==> src/sv/crk_pkg.sv <==
// ----------------------------------------------------------------------------
// crk_pkg: shared types and constants of the combination rank iterator
// Action, status, configuration and state codes, the ratio unit's request
// and response structs, and the constant tables for exact small division.
// ----------------------------------------------------------------------------
`default_nettype none

package crk_pkg;

	// Elements the iterator can address; the mask is 32 bits wide.
	localparam int unsigned MAX_ELEMENTS = 32;
	localparam int unsigned MASK_BITS    = 32;
	localparam logic [5:0]  N_CAP        = (MAX_ELEMENTS < MASK_BITS) ?
		6'(MAX_ELEMENTS) : 6'(MASK_BITS);

	// State after reset: 4 of 8, C(8,4) = 70, first combination.
	localparam logic [5:0]  RESET_SET_SIZE = 6'd8;
	localparam logic [5:0]  RESET_CHOOSE   = 6'd4;
	localparam logic [29:0] RESET_TOTAL    = 30'd70;
	localparam logic [31:0] RESET_MASK     = 32'h0000_000F;

	typedef enum logic [2:0] {
		ACT_FIRST     = 3'd0,
		ACT_LAST      = 3'd1,
		ACT_NEXT      = 3'd2,
		ACT_PREV      = 3'd3,
		ACT_SEEK_RANK = 3'd4,
		ACT_SEEK_MASK = 3'd5
	} crk_action_t;

	typedef enum logic [1:0] {
		ST_IN     = 2'd0,
		ST_PAST   = 2'd1,
		ST_BEFORE = 2'd2,
		ST_REJECT = 2'd3
	} crk_status_t;

	typedef enum logic {
		CFG_SET_SIZE = 1'b0,
		CFG_CHOOSE   = 1'b1
	} crk_cfg_idx_t;

	typedef enum logic [3:0] {
		S_IDLE,
		S_DECODE,
		S_WINIT,
		S_WWAIT,
		S_WSTEP,
		S_EMIT,
		S_TINIT,
		S_TSTEP,
		S_TWAIT
	} crk_state_t;

	typedef enum logic [2:0] {
		D_HOLD,
		D_FIRST,
		D_LAST,
		D_PAST,
		D_BEFORE,
		D_UNRANK,
		D_RANK,
		D_REJECT
	} crk_dec_t;

	// value * mult / div, exact; div in 1..32
	typedef struct packed {
		logic        start;
		logic [29:0] value;
		logic [5:0]  mult;
		logic [5:0]  div;
	} crk_ratio_req_t;

	typedef struct packed {
		logic        done;
		logic [29:0] quot;
	} crk_ratio_rsp_t;

	typedef logic [63:0][29:0] crk_inv_tab_t;
	typedef logic [63:0][2:0]  crk_shift_tab_t;

	// Trailing zeros of a divisor.
	function automatic logic [2:0] div_shift(input int unsigned d);
		int unsigned v;
		logic [2:0]  s;
		v = d;
		s = '0;
		for (int i = 0; i < 5; i++) begin
			if (v != 0 && (v & 1) == 0) begin
				v = v >> 1;
				s = s + 3'd1;
			end
		end
		return s;
	endfunction

	// Inverse of the divisor's odd part modulo 2^30 (Newton iteration).
	function automatic logic [29:0] div_inverse(input int unsigned d);
		int unsigned v;
		logic [29:0] x;
		logic [29:0] ox;
		logic [29:0] t;
		v = d;
		for (int i = 0; i < 5; i++) begin
			if (v != 0 && (v & 1) == 0) begin
				v = v >> 1;
			end
		end
		x = 30'(v);
		for (int i = 0; i < 5; i++) begin
			ox = 30'(v) * x;
			t  = 30'd2 - ox;
			x  = x * t;
		end
		return x;
	endfunction

	function automatic crk_inv_tab_t build_inv();
		crk_inv_tab_t tab;
		for (int d = 0; d < 64; d++) begin
			tab[d] = div_inverse(unsigned'(d));
		end
		return tab;
	endfunction

	function automatic crk_shift_tab_t build_shift();
		crk_shift_tab_t tab;
		for (int d = 0; d < 64; d++) begin
			tab[d] = div_shift(unsigned'(d));
		end
		return tab;
	endfunction

	localparam crk_inv_tab_t   DIV_INV   = build_inv();
	localparam crk_shift_tab_t DIV_SHIFT = build_shift();

endpackage

`default_nettype wire

==> src/sv/crk_if.sv <==
// ----------------------------------------------------------------------------
// crk_if: item and result channels of the combination rank iterator
// Valid/ready channels; a transaction moves at a clock edge with both high.
// ----------------------------------------------------------------------------
`default_nettype none

interface crk_item_if;
	logic        valid;
	logic        ready;
	logic [2:0]  action;
	logic [29:0] rank_in;
	logic [31:0] mask_in;

	modport source (output valid, action, rank_in, mask_in, input ready);
	modport sink   (input valid, action, rank_in, mask_in, output ready);
endinterface

interface crk_result_if;
	logic        valid;
	logic        ready;
	logic [29:0] rank_out;
	logic [31:0] mask_out;
	logic [29:0] total;
	logic [1:0]  status;

	modport source (output valid, rank_out, mask_out, total, status, input ready);
	modport sink   (input valid, rank_out, mask_out, total, status, output ready);
endinterface

`default_nettype wire

==> src/sv/crk_ratio_unit.sv <==
// ----------------------------------------------------------------------------
// crk_ratio_unit: shared multiply and exact small divide
// Computes value * mult / div on one multiplier; the division
// is exact, so it is a shift by the divisor's trailing zeros and a multiply
// by the inverse of its odd part modulo 2^30.
// ----------------------------------------------------------------------------
`default_nettype none

module crk_ratio_unit (
	input  logic                     clk,
	input  logic                     arst_n,
	input  crk_pkg::crk_ratio_req_t  req,
	output crk_pkg::crk_ratio_rsp_t  rsp
);
	import crk_pkg::*;

	logic        phase_q;
	logic        done_q;
	logic [35:0] prod_q;
	logic [5:0]  div_q;
	logic [29:0] quot_q;

	logic [35:0] shifted;
	logic [29:0] mul_a;
	logic [29:0] mul_b;
	logic [59:0] mul_p;

	assign shifted = prod_q >> DIV_SHIFT[div_q];

	// first pass: product; second pass: exact quotient
	always_comb begin
		if (phase_q) begin
			mul_a = shifted[29:0];
			mul_b = DIV_INV[div_q];
		end else begin
			mul_a = req.value;
			mul_b = {24'd0, req.mult};
		end
	end

	assign mul_p = mul_a * mul_b;

	always_ff @(posedge clk or negedge arst_n) begin
		if (!arst_n) begin
			phase_q <= 1'b0;
			done_q  <= 1'b0;
		end else begin
			phase_q <= req.start;
			done_q  <= phase_q;
		end
	end

	always_ff @(posedge clk) begin
		if (req.start) begin
			prod_q <= mul_p[35:0];
			div_q  <= req.div;
		end
		if (phase_q) begin
			quot_q <= mul_p[29:0];
		end
	end

	assign rsp.done = done_q;
	assign rsp.quot = quot_q;

endmodule

`default_nettype wire

==> src/sv/combination_rank_iterator_top.sv <==
// ----------------------------------------------------------------------------
// combination_rank_iterator_top: k-of-n combination iterator in colex order
// First, last, hold and out-of-range cases go from decode straight to the
//   result register; step and seek actions walk positions n-1 down to the
//   lowest chosen one.
// Throughput: one item at a time; the walk is bound by the shared ratio unit.
// A configuration write keeps the block busy while it recounts the total.
// Reset: n = 8, k = 4, total 70, first combination (rank 0, mask 0xF).
// ----------------------------------------------------------------------------
`default_nettype none

module combination_rank_iterator_top (
	input  logic         clk,
	input  logic         arst_n,
	crk_item_if.sink     item,
	crk_result_if.source result,
	input  logic         cfg_we,
	input  logic         cfg_index,
	input  logic [5:0]   cfg_data
);
	import crk_pkg::*;

	// Count set bits: nibble counts, then a short sum.
	function automatic logic [5:0] popcount32(input logic [31:0] v);
		logic [7:0][2:0] nib;
		logic [5:0]      sum;
		for (int g = 0; g < 8; g++) begin
			nib[g] = 3'(v[4*g]) + 3'(v[4*g+1]) + 3'(v[4*g+2]) + 3'(v[4*g+3]);
		end
		sum = '0;
		for (int g = 0; g < 8; g++) begin
			sum = sum + 6'(nib[g]);
		end
		return sum;
	endfunction

	function automatic logic [31:0] low_mask(input logic [5:0] cnt);
		logic [31:0] m;
		for (int i = 0; i < 32; i++) begin
			m[i] = (6'(i) < cnt);
		end
		return m;
	endfunction

	// ---------------- state ----------------
	crk_state_t  state_q, state_d;

	// configuration and architectural state
	logic [5:0]  set_size_q;
	logic [5:0]  choose_q;
	logic [29:0] total_q;
	logic [29:0] rank_q;
	logic [31:0] mask_q;
	crk_status_t range_q;

	// latched item
	logic [2:0]  act_q;
	logic [29:0] rin_q;
	logic [31:0] min_q;

	// walk registers: position, remaining k, current binomial, accumulator
	logic [5:0]  pos_q;
	logic [5:0]  kk_q;
	logic [29:0] c_q;
	logic [29:0] acc_q;
	logic [29:0] tgt_q;
	logic [5:0]  excess_q;
	logic [31:0] wmask_q;
	logic        rank_mode_q;
	logic        reject_q;

	// total count loop
	logic [5:0]  ti_q;
	logic [5:0]  tkm_q;

	// output register
	logic        out_valid_q;
	logic [29:0] out_rank_q;
	logic [31:0] out_mask_q;
	logic [29:0] out_total_q;
	crk_status_t out_status_q;

	crk_ratio_req_t ratio_req;
	crk_ratio_rsp_t ratio_rsp;

	crk_ratio_unit u_ratio (
		.clk    (clk),
		.arst_n (arst_n),
		.req    (ratio_req),
		.rsp    (ratio_rsp)
	);

	// ---------------- common terms ----------------
	logic [5:0]  n_eff;
	logic        k_over;
	logic        tot_zero;
	logic [31:0] first_mask;
	logic [31:0] last_mask;
	logic [5:0]  cnt;
	logic [30:0] rank_inc;
	logic        load_out;

	// clamp n to what the element range and mask allow
	assign n_eff      = (set_size_q > N_CAP) ? N_CAP : set_size_q;
	assign k_over     = choose_q > n_eff;
	assign tot_zero   = (total_q == '0);
	assign first_mask = low_mask(choose_q);
	assign last_mask  = low_mask(n_eff) & ~low_mask(n_eff - choose_q);
	assign cnt        = popcount32(min_q & low_mask(n_eff));
	assign rank_inc   = {1'b0, rank_q} + 31'd1;

	// ---------------- action decode ----------------
	crk_dec_t    dec_op;
	logic [29:0] dec_target;

	always_comb begin
		dec_op     = D_HOLD;
		dec_target = '0;
		case (act_q)
			ACT_FIRST: begin
				dec_op = tot_zero ? D_PAST : D_FIRST;
			end
			ACT_LAST: begin
				dec_op = tot_zero ? D_PAST : D_LAST;
			end
			ACT_NEXT: begin
				// past end holds; before begin repairs to first
				if (range_q == ST_PAST) begin
					dec_op = D_HOLD;
				end else if (range_q == ST_BEFORE) begin
					dec_op = tot_zero ? D_PAST : D_FIRST;
				end else if (rank_inc >= {1'b0, total_q}) begin
					dec_op = D_PAST;
				end else begin
					dec_op     = D_UNRANK;
					dec_target = rank_inc[29:0];
				end
			end
			ACT_PREV: begin
				// before begin holds; past end repairs to last
				if (range_q == ST_BEFORE) begin
					dec_op = D_HOLD;
				end else if (range_q == ST_PAST) begin
					dec_op = tot_zero ? D_PAST : D_LAST;
				end else if (rank_q == '0) begin
					dec_op = D_BEFORE;
				end else begin
					dec_op     = D_UNRANK;
					dec_target = rank_q - 30'd1;
				end
			end
			ACT_SEEK_RANK: begin
				if (rin_q >= total_q) begin
					dec_op = D_PAST;
				end else begin
					dec_op     = D_UNRANK;
					dec_target = rin_q;
				end
			end
			ACT_SEEK_MASK: begin
				// too few usable bits or no combinations: reject and leave the state alone
				dec_op = (cnt < choose_q || tot_zero) ? D_REJECT : D_RANK;
			end
			default: begin
				dec_op = D_HOLD;
			end
		endcase
	end

	// ---------------- walk step ----------------
	// Positions go from n-1 down; c_q holds C(pos, kk). Unranking takes a
	// position when its binomial fits the remaining rank; ranking takes the
	// lowest k set bits, skipping the surplus from the top.
	logic        wbit;
	logic        take;
	logic [5:0]  kk_next;
	logic [29:0] acc_next;
	logic [31:0] wmask_next;
	logic        walk_end;

	assign wbit       = min_q[pos_q[4:0]];
	assign take       = rank_mode_q ? (wbit && excess_q == '0) : (c_q <= acc_q);
	assign kk_next    = take ? kk_q - 6'd1 : kk_q;
	assign acc_next   = take ? (rank_mode_q ? acc_q + c_q : acc_q - c_q) : acc_q;
	assign wmask_next = take ? (wmask_q | (32'd1 << pos_q[4:0])) : wmask_q;
	assign walk_end   = (kk_next == '0) || (pos_q == '0);

	// ---------------- sequencer ----------------
	always_ff @(posedge clk or negedge arst_n) begin
		if (!arst_n) begin
			state_q <= S_IDLE;
		end else begin
			state_q <= state_d;
		end
	end

	always_comb begin
		state_d         = state_q;
		ratio_req.start = 1'b0;
		ratio_req.value = c_q;
		ratio_req.mult  = '0;
		ratio_req.div   = pos_q;
		case (state_q)
			S_IDLE: begin
				if (item.valid) begin
					state_d = S_DECODE;
				end
			end
			S_DECODE: begin
				if (dec_op == D_UNRANK || dec_op == D_RANK) begin
					state_d = S_WINIT;
				end else begin
					state_d = S_EMIT;
				end
			end
			S_WINIT: begin
				// C(n-1,k) = C(n,k) * (n-k) / n
				if (kk_q == '0) begin
					state_d = S_EMIT;
				end else begin
					ratio_req.start = 1'b1;
					ratio_req.value = total_q;
					ratio_req.mult  = pos_q - kk_q;
					state_d         = S_WWAIT;
				end
			end
			S_WWAIT: begin
				if (ratio_rsp.done) begin
					state_d = S_WSTEP;
				end
			end
			S_WSTEP: begin
				// taken: C(p-1,kk-1) = C(p,kk)*kk/p, else C(p-1,kk) = C(p,kk)*(p-kk)/p
				if (walk_end) begin
					state_d = S_EMIT;
				end else begin
					ratio_req.start = 1'b1;
					ratio_req.mult  = take ? kk_q : pos_q - kk_q;
					state_d         = S_WWAIT;
				end
			end
			S_EMIT: begin
				if (!out_valid_q || result.ready) begin
					state_d = S_IDLE;
				end
			end
			S_TINIT: begin
				state_d = k_over ? S_IDLE : S_TSTEP;
			end
			S_TSTEP: begin
				// C(n,i+1) = C(n,i) * (n-i) / (i+1)
				if (ti_q == tkm_q) begin
					state_d = S_IDLE;
				end else begin
					ratio_req.start = !cfg_we;
					ratio_req.mult  = n_eff - ti_q;
					ratio_req.div   = ti_q + 6'd1;
					state_d         = S_TWAIT;
				end
			end
			S_TWAIT: begin
				if (ratio_rsp.done) begin
					state_d = S_TSTEP;
				end
			end
			default: begin
				state_d = S_IDLE;
			end
		endcase
		// a register write restarts the count
		if (cfg_we) begin
			state_d = S_TINIT;
		end
	end

	assign item.ready = (state_q == S_IDLE);

	// ---------------- architectural state ----------------
	always_ff @(posedge clk or negedge arst_n) begin
		if (!arst_n) begin
			set_size_q <= RESET_SET_SIZE;
			choose_q   <= RESET_CHOOSE;
			total_q    <= RESET_TOTAL;
			rank_q     <= '0;
			mask_q     <= RESET_MASK;
			range_q    <= ST_IN;
		end else begin
			if (cfg_we) begin
				case (crk_cfg_idx_t'(cfg_index))
					CFG_SET_SIZE: set_size_q <= cfg_data;
					CFG_CHOOSE:   choose_q   <= cfg_data;
					default:      ;
				endcase
			end
			case (state_q)
				S_DECODE: begin
					case (dec_op)
						D_FIRST: begin
							rank_q  <= '0;
							mask_q  <= first_mask;
							range_q <= ST_IN;
						end
						D_LAST: begin
							rank_q  <= total_q - 30'd1;
							mask_q  <= last_mask;
							range_q <= ST_IN;
						end
						D_PAST: begin
							rank_q  <= total_q;
							mask_q  <= '0;
							range_q <= ST_PAST;
						end
						D_BEFORE: begin
							rank_q  <= '0;
							mask_q  <= '0;
							range_q <= ST_BEFORE;
						end
						default: ;
					endcase
				end
				S_WINIT: begin
					// k = 0: the single empty combination
					if (kk_q == '0) begin
						rank_q  <= rank_mode_q ? acc_q : tgt_q;
						mask_q  <= wmask_q;
						range_q <= ST_IN;
					end
				end
				S_WSTEP: begin
					if (walk_end) begin
						rank_q  <= rank_mode_q ? acc_next : tgt_q;
						mask_q  <= wmask_next;
						range_q <= ST_IN;
					end
				end
				S_TINIT: begin
					// k above n: no combinations, park past end
					if (k_over) begin
						total_q <= '0;
						rank_q  <= '0;
						mask_q  <= '0;
						range_q <= ST_PAST;
					end
				end
				S_TSTEP: begin
					if (ti_q == tkm_q) begin
						total_q <= c_q;
						rank_q  <= '0;
						mask_q  <= first_mask;
						range_q <= ST_IN;
					end
				end
				default: ;
			endcase
		end
	end

	// ---------------- working registers ----------------
	always_ff @(posedge clk) begin
		if (item.valid && item.ready) begin
			act_q <= item.action;
			rin_q <= item.rank_in;
			min_q <= item.mask_in;
		end
		case (state_q)
			S_DECODE: begin
				reject_q    <= (dec_op == D_REJECT);
				pos_q       <= n_eff;
				kk_q        <= choose_q;
				wmask_q     <= '0;
				tgt_q       <= dec_target;
				rank_mode_q <= (dec_op == D_RANK);
				acc_q       <= (dec_op == D_RANK) ? '0 : dec_target;
				excess_q    <= cnt - choose_q;
			end
			S_WWAIT: begin
				// advance to the next lower position
				if (ratio_rsp.done) begin
					c_q   <= ratio_rsp.quot;
					pos_q <= pos_q - 6'd1;
				end
			end
			S_WSTEP: begin
				kk_q    <= kk_next;
				acc_q   <= acc_next;
				wmask_q <= wmask_next;
				// drop surplus set bits above the lowest k
				if (rank_mode_q && wbit && excess_q != '0) begin
					excess_q <= excess_q - 6'd1;
				end
			end
			S_TINIT: begin
				// C(n,k) = C(n,n-k): run the shorter product
				c_q   <= 30'd1;
				ti_q  <= '0;
				tkm_q <= (choose_q < n_eff - choose_q) ? choose_q : n_eff - choose_q;
			end
			S_TWAIT: begin
				if (ratio_rsp.done) begin
					c_q  <= ratio_rsp.quot;
					ti_q <= ti_q + 6'd1;
				end
			end
			default: ;
		endcase
	end

	// ---------------- output register ----------------
	// Hold the result until taken; the next item may be accepted meanwhile.
	assign load_out = (state_q == S_EMIT) && (!out_valid_q || result.ready);

	always_ff @(posedge clk or negedge arst_n) begin
		if (!arst_n) begin
			out_valid_q <= 1'b0;
		end else if (load_out) begin
			out_valid_q <= 1'b1;
		end else if (result.ready) begin
			out_valid_q <= 1'b0;
		end
	end

	always_ff @(posedge clk) begin
		if (load_out) begin
			out_rank_q   <= rank_q;
			out_mask_q   <= mask_q;
			out_total_q  <= total_q;
			out_status_q <= reject_q ? ST_REJECT : range_q;
		end
	end

	assign result.valid    = out_valid_q;
	assign result.rank_out = out_rank_q;
	assign result.mask_out = out_mask_q;
	assign result.total    = out_total_q;
	assign result.status   = out_status_q;

endmodule

`default_nettype wire

==> src/flat_wrapper.sv <==
// flat-port wrapper written by rule: the top's interface ports become plain ports
module combination_rank_iterator_top_flat import crk_pkg::*;
  (clk, arst_n, cfg_we, cfg_index, cfg_data, item_valid, item_action, item_rank_in, item_mask_in, item_ready, result_valid, result_rank_out, result_mask_out, result_total, result_status, result_ready);
  crk_item_if item_i ();
  crk_result_if result_i ();
  input  logic clk;
  input  logic arst_n;
  input  logic cfg_we;
  input  logic cfg_index;
  input  logic [5:0] cfg_data;
  input wire logic [$bits(item_i.valid)-1:0] item_valid;
  input wire logic [$bits(item_i.action)-1:0] item_action;
  input wire logic [$bits(item_i.rank_in)-1:0] item_rank_in;
  input wire logic [$bits(item_i.mask_in)-1:0] item_mask_in;
  output wire logic [$bits(item_i.ready)-1:0] item_ready;
  output wire logic [$bits(result_i.valid)-1:0] result_valid;
  output wire logic [$bits(result_i.rank_out)-1:0] result_rank_out;
  output wire logic [$bits(result_i.mask_out)-1:0] result_mask_out;
  output wire logic [$bits(result_i.total)-1:0] result_total;
  output wire logic [$bits(result_i.status)-1:0] result_status;
  input wire logic [$bits(result_i.ready)-1:0] result_ready;
  assign item_i.valid = item_valid;
  assign item_i.action = item_action;
  assign item_i.rank_in = item_rank_in;
  assign item_i.mask_in = item_mask_in;
  assign item_ready = item_i.ready;
  assign result_valid = result_i.valid;
  assign result_rank_out = result_i.rank_out;
  assign result_mask_out = result_i.mask_out;
  assign result_total = result_i.total;
  assign result_status = result_i.status;
  assign result_i.ready = result_ready;
  combination_rank_iterator_top u_core (.clk(clk), .arst_n(arst_n), .item(item_i), .result(result_i), .cfg_we(cfg_we), .cfg_index(cfg_index), .cfg_data(cfg_data));
endmodule
==> config.mk <==
export PLATFORM = sky130hd
export DESIGN_NAME = combination_rank_iterator_top_flat
export DESIGN_NICKNAME = d
export VERILOG_FILES = /design/src/sv/crk_pkg.sv /design/src/sv/crk_if.sv /design/src/sv/crk_ratio_unit.sv /design/src/sv/combination_rank_iterator_top.sv /design/src/flat_wrapper.sv
export SDC_FILE = /design/constraint.sdc
export NUM_CORES = 2
export LEC_CHECK = 0
export BUFFER_PORTS_ARGS = -buffer_cell sky130_fd_sc_hd__clkbuf_2
export CAP_MARGIN = 20
export CORE_ASPECT_RATIO = 0.5
export CORE_UTILIZATION = 54
export DETAILED_ROUTE_END_ITERATION = 6
export PLACE_DENSITY = 0.78
export SLEW_MARGIN = 20
export SYNTH_ARGS = -nofsm -noshare
export SYNTH_HDL_FRONTEND = slang
export SYNTH_SLANG_ARGS = --single-unit
==> constraint.sdc <==
create_clock -name clk -period 14.23 [get_ports clk]
set_input_delay 1.423 -clock clk [delete_from_list [all_inputs] [get_ports clk]]
set_output_delay 1.423 -clock clk [all_outputs]
set_load 0.03 [all_outputs]
==> impl_results.md <==
- Crit path launch: u_core.pos_q[1]$_DFFE_PP_
- Routed WL: 198 mm
- Worst R2R Path Depth: 34
- Most used cell, CP: fa_1
- Post-synthesis sequential area ratio: 0.276
- Clk Latency, worst-skew pair: 0.70 ns
- Crit path max-delay family: compound AO/OA/AOI/OAI gates
- Min-Delay Path Class: flop to flop
- Main flop type after synthesis: edfxtp_1
- Pre-CTS setup slack: 2.71 ns
- Post-CTS Hold Buffers: 0
- Chip width: 451 um
- Buffer levels on the longest clock path: 3
- I/O pins: 173
- Die Y: 227 um
- Total global-route track usage: 0.388
- Skew final: 0.0824 ns
- Async SR Flop Fraction: 0.213
- Detail Placement HPWL: roughly 150 mm
- CTS tree: yes
- Row Count: 81
- Yosys warnings: 0
- Initial antenna violation count: 13
- Worst setup EP type: flop
- Status: finished, final reports clean
- Fill cells: approximately 8.6k
- Req. time, crit path: 14.60 ns
- Via density: approximately 6.4
- Post-synthesis instance total: between 5k and 6k
- Worst Tran Pin Value: 1.22 ns
- Critical path's slowest cell: edfxtp_1
- Final setup viols: 0
- Synthesized Nets: 6905
- Layout cell share with drive strength beyond 1: 0.0937
- Synth area leaders: edfxtp_1 (21%), fa_1 (20%), ha_1 (7.7%)
- WP data arrival: ~12 ns
- Largest net degree at the start of global routing: 165
- Initial core utilization: 0.551
- Fin Setup TNS: 0 ns
- DRT Pass-1 Iters: 6
- Gpl congestion: 1.02
- Synthesized flop and latch total: about 530
- Max Cap Violations: 0
- Die area: 0.102 sq mm
- Max Transition Viols Final: 0
- Global-route wire length before repair: between 200 and 300 mm
- Antenna viol nets, final: 0
- H-tree depth: 2
- Total number of vias: 47.0k
- Syn Area/Cell: 9.16 sq um
- CP Max Fanout: 20
- Initial DRC Count: ~6.0k
- Worst R2R Start: u_core.pos_q[1]$_DFFE_PP_
- Setup crit start kind: flop
- Cell Area, Synth: 0.0545 sq mm
- FF-to-FF setup slack: 2.46 ns
- WP buf/inv: 5
- Fmax: 85.0 MHz
- Post-CTS setup repair buffer count: 0
- Total grt overflow: 0
- CP Depth: 34
- RSZ-0062 raised after global routing: no
- Yosys top cell by area: edfxtp_1
- WL/cell: 27.0 um
- Crit Path Class: flop to flop
- Fin nets: between 6k and 7k
- Critical Path End: u_core.u_ratio.prod_q[32]$_DFFE_PP_
- Post-CTS Resized: 0
- Post-synth cell types: 100
- Top cell type's share of synthesized area: 0.212
- Core area: 0.0989 sq mm
- Port Buffer Count: 172
- CTS root buffer: clkbuf_16
- Crit path largest cell delay: 0.83 ns
- Vias in the first global route: 46.5k
- FF-to-FF End: u_core.u_ratio.prod_q[32]$_DFFE_PP_
- CTS Buf Count: 51
- DRC viols: 0
- Post-synth EDFFs: 385
- Worst slew margin: 0.183
- Setup slack after layout: 2.46 ns
- Clock-pin slew on the worst setup and hold paths: 0.08 ns
- Clk sinks: 531
- Tmin final: 11.77 ns
- Fin. Hold Viols: 0
- Synth-to-layout area growth: 7.47%
- Crit share post-route: 0.827
-- sequential cells by signal, indices dropped and copies added, names as in the netlist, 6 cells and up, named ones only --
signal,count
u_core.u_ratio.quot_q,30
u_core.u_ratio.div_q,6
u_core.min_q,32
u_core.tkm_q,6
u_core.rank_q,30
u_core.wmask_q,32
u_core.excess_q,6
u_core.result.mask_out,32
u_core.ti_q,6
u_core.set_size_q,6
u_core.pos_q,6
u_core.result.total,30
u_core.acc_q,30
u_core.mask_q,32
u_core.tgt_q,30
u_core.c_q,30
u_core.result.rank_out,30
u_core.u_ratio.prod_q,36
u_core.choose_q,6
u_core.total_q,30
u_core.kk_q,6
u_core.rin_q,30
-- logic make-up (layout without fill, tap and decap cells) --
kind of cell             Yosys count  in the layout  synth area share
other                              0             11                 0
flip-flops                       531            531             0.276
AO/OA/AOI/OAI                   1126           1126             0.141
XOR/XNOR                         209            209            0.0336
buffers and inverters           1138           1182            0.0793
adder cells (fa/ha/maj)          873            873             0.274
AND/OR/NAND/NOR                 1894           1894             0.157
multiplexers                     184            184            0.0386
-- stage by stage --
| step | utilization | instances | hold slack [ns] | cell area, sq um |
|---|---|---|---|---|
| after floorplan | - | 5955 | 0.420 | 54500 |
| after global placement | 0.574 | 7231 | 0.432 | 56800 |
| after detailed placement | 0.574 | 7231 | 0.435 | 56800 |
| after CTS | 0.592 | 7327 | 0.452 | 58600 |
| after global routing | 0.592 | 7327 | 0.455 | 58600 |
| final | 0.592 | 7338 | 0.450 | 58600 |
-- layout make-up --
class                           instances  area (sq um)  share of cell area
Antenna cell                           11          27.5            0.000470
Clock buffer                           64          1410              0.0240
Timing Repair Buffer                  289          1750              0.0299
Clock inverter                         32           393             0.00670
Inverter                              797          2990              0.0511
Tap cell                             1328          1660              0.0284
Multi-Input combinational cell       4286         35300               0.602
Sequential cell                       531         15100               0.257
-- cell usage after synthesis, drive strengths merged (25+ instances only) --
master and instances:
mux2i 125, and2 75, a21oi 243, xnor2 144, inv 796, nand2b 45
o211ai 31, nand4 36, a21o 72, dfrtp 104, or3 27, nor3 84
or2 45, xor2 65, nor2 495, a221oi 41, a31oi 93, mux2 43
dfxtp 33, a221o 25, nor2b 92, and3 58, edfxtp 385, a22o 55
buf 61, nand3 95, fa 536, ha 337, a211oi 33, a22oi 29
o21ai 231, nand2 775, clkbuf 280
-- layout by cell type, fill, tap and decap left out, drive strengths merged, types with 18 or more instances in the layout --
| cell | instances |
|---|---|
| o21ai | 231 |
| nand2b | 45 |
| ha | 337 |
| clkbuf | 235 |
| nor2 | 495 |
| o211ai | 31 |
| nor2b | 92 |
| and3 | 58 |
| xor2 | 65 |
| or2 | 45 |
| nand4 | 36 |
| nand3 | 95 |
| nor3 | 84 |
| o31ai | 22 |
| o221ai | 18 |
| a31oi | 93 |
| buf | 118 |
| a21oi | 243 |
| o21a | 24 |
| a221oi | 41 |
| mux2 | 43 |
| a22oi | 29 |
| mux2i | 125 |
| edfxtp | 385 |
| or3 | 27 |
| nand2 | 775 |
| dfxtp | 33 |
| and2 | 75 |
| inv | 803 |
| dfrtp | 104 |
| fa | 536 |
| xnor2 | 144 |
| nor4 | 24 |
| a21o | 72 |
| a32o | 20 |
| a211oi | 33 |
| a221o | 25 |
| a22o | 55 |
-- routing by layer --
metal | global-route usage | up-vias | part of all wire
li1 | - | 20200 | -
met1 | 0.554 | 23300 | 0.41
met2 | 0.560 | 3019 | 0.41
met3 | 0.120 | 521 | 0.14
met4 | 0.122 | 8 | 0.035
met5 | 0 | - | 0.00044
-- how the worst min path moves through the flow --
stage	startpoint	end	slack, ns	depth (start not counted)
after floorplan	u_core.rank_q[5]$_DFFE_PN0P_	u_core.result.rank_out[5]$_DFFE_PP_	0.42	0
after global placement	u_core.mask_q[25]$_DFFE_PN0P_	u_core.result.mask_out[25]$_DFFE_PP_	0.43	0
after detailed placement	u_core.mask_q[4]$_DFFE_PN0P_	u_core.result.mask_out[4]$_DFFE_PP_	0.44	0
after CTS	u_core.mask_q[4]$_DFFE_PN0P_	u_core.result.mask_out[4]$_DFFE_PP_	0.45	0
after global routing	u_core.mask_q[26]$_DFFE_PN0P_	u_core.result.mask_out[26]$_DFFE_PP_	0.45	0
final	u_core.mask_q[4]$_DFFE_PN0P_	u_core.result.mask_out[4]$_DFFE_PP_	0.45	0
Power is left out: the tool's default activity adds up to more than one toggle a clock period on the data nets, which glitch-free logic cannot reach.
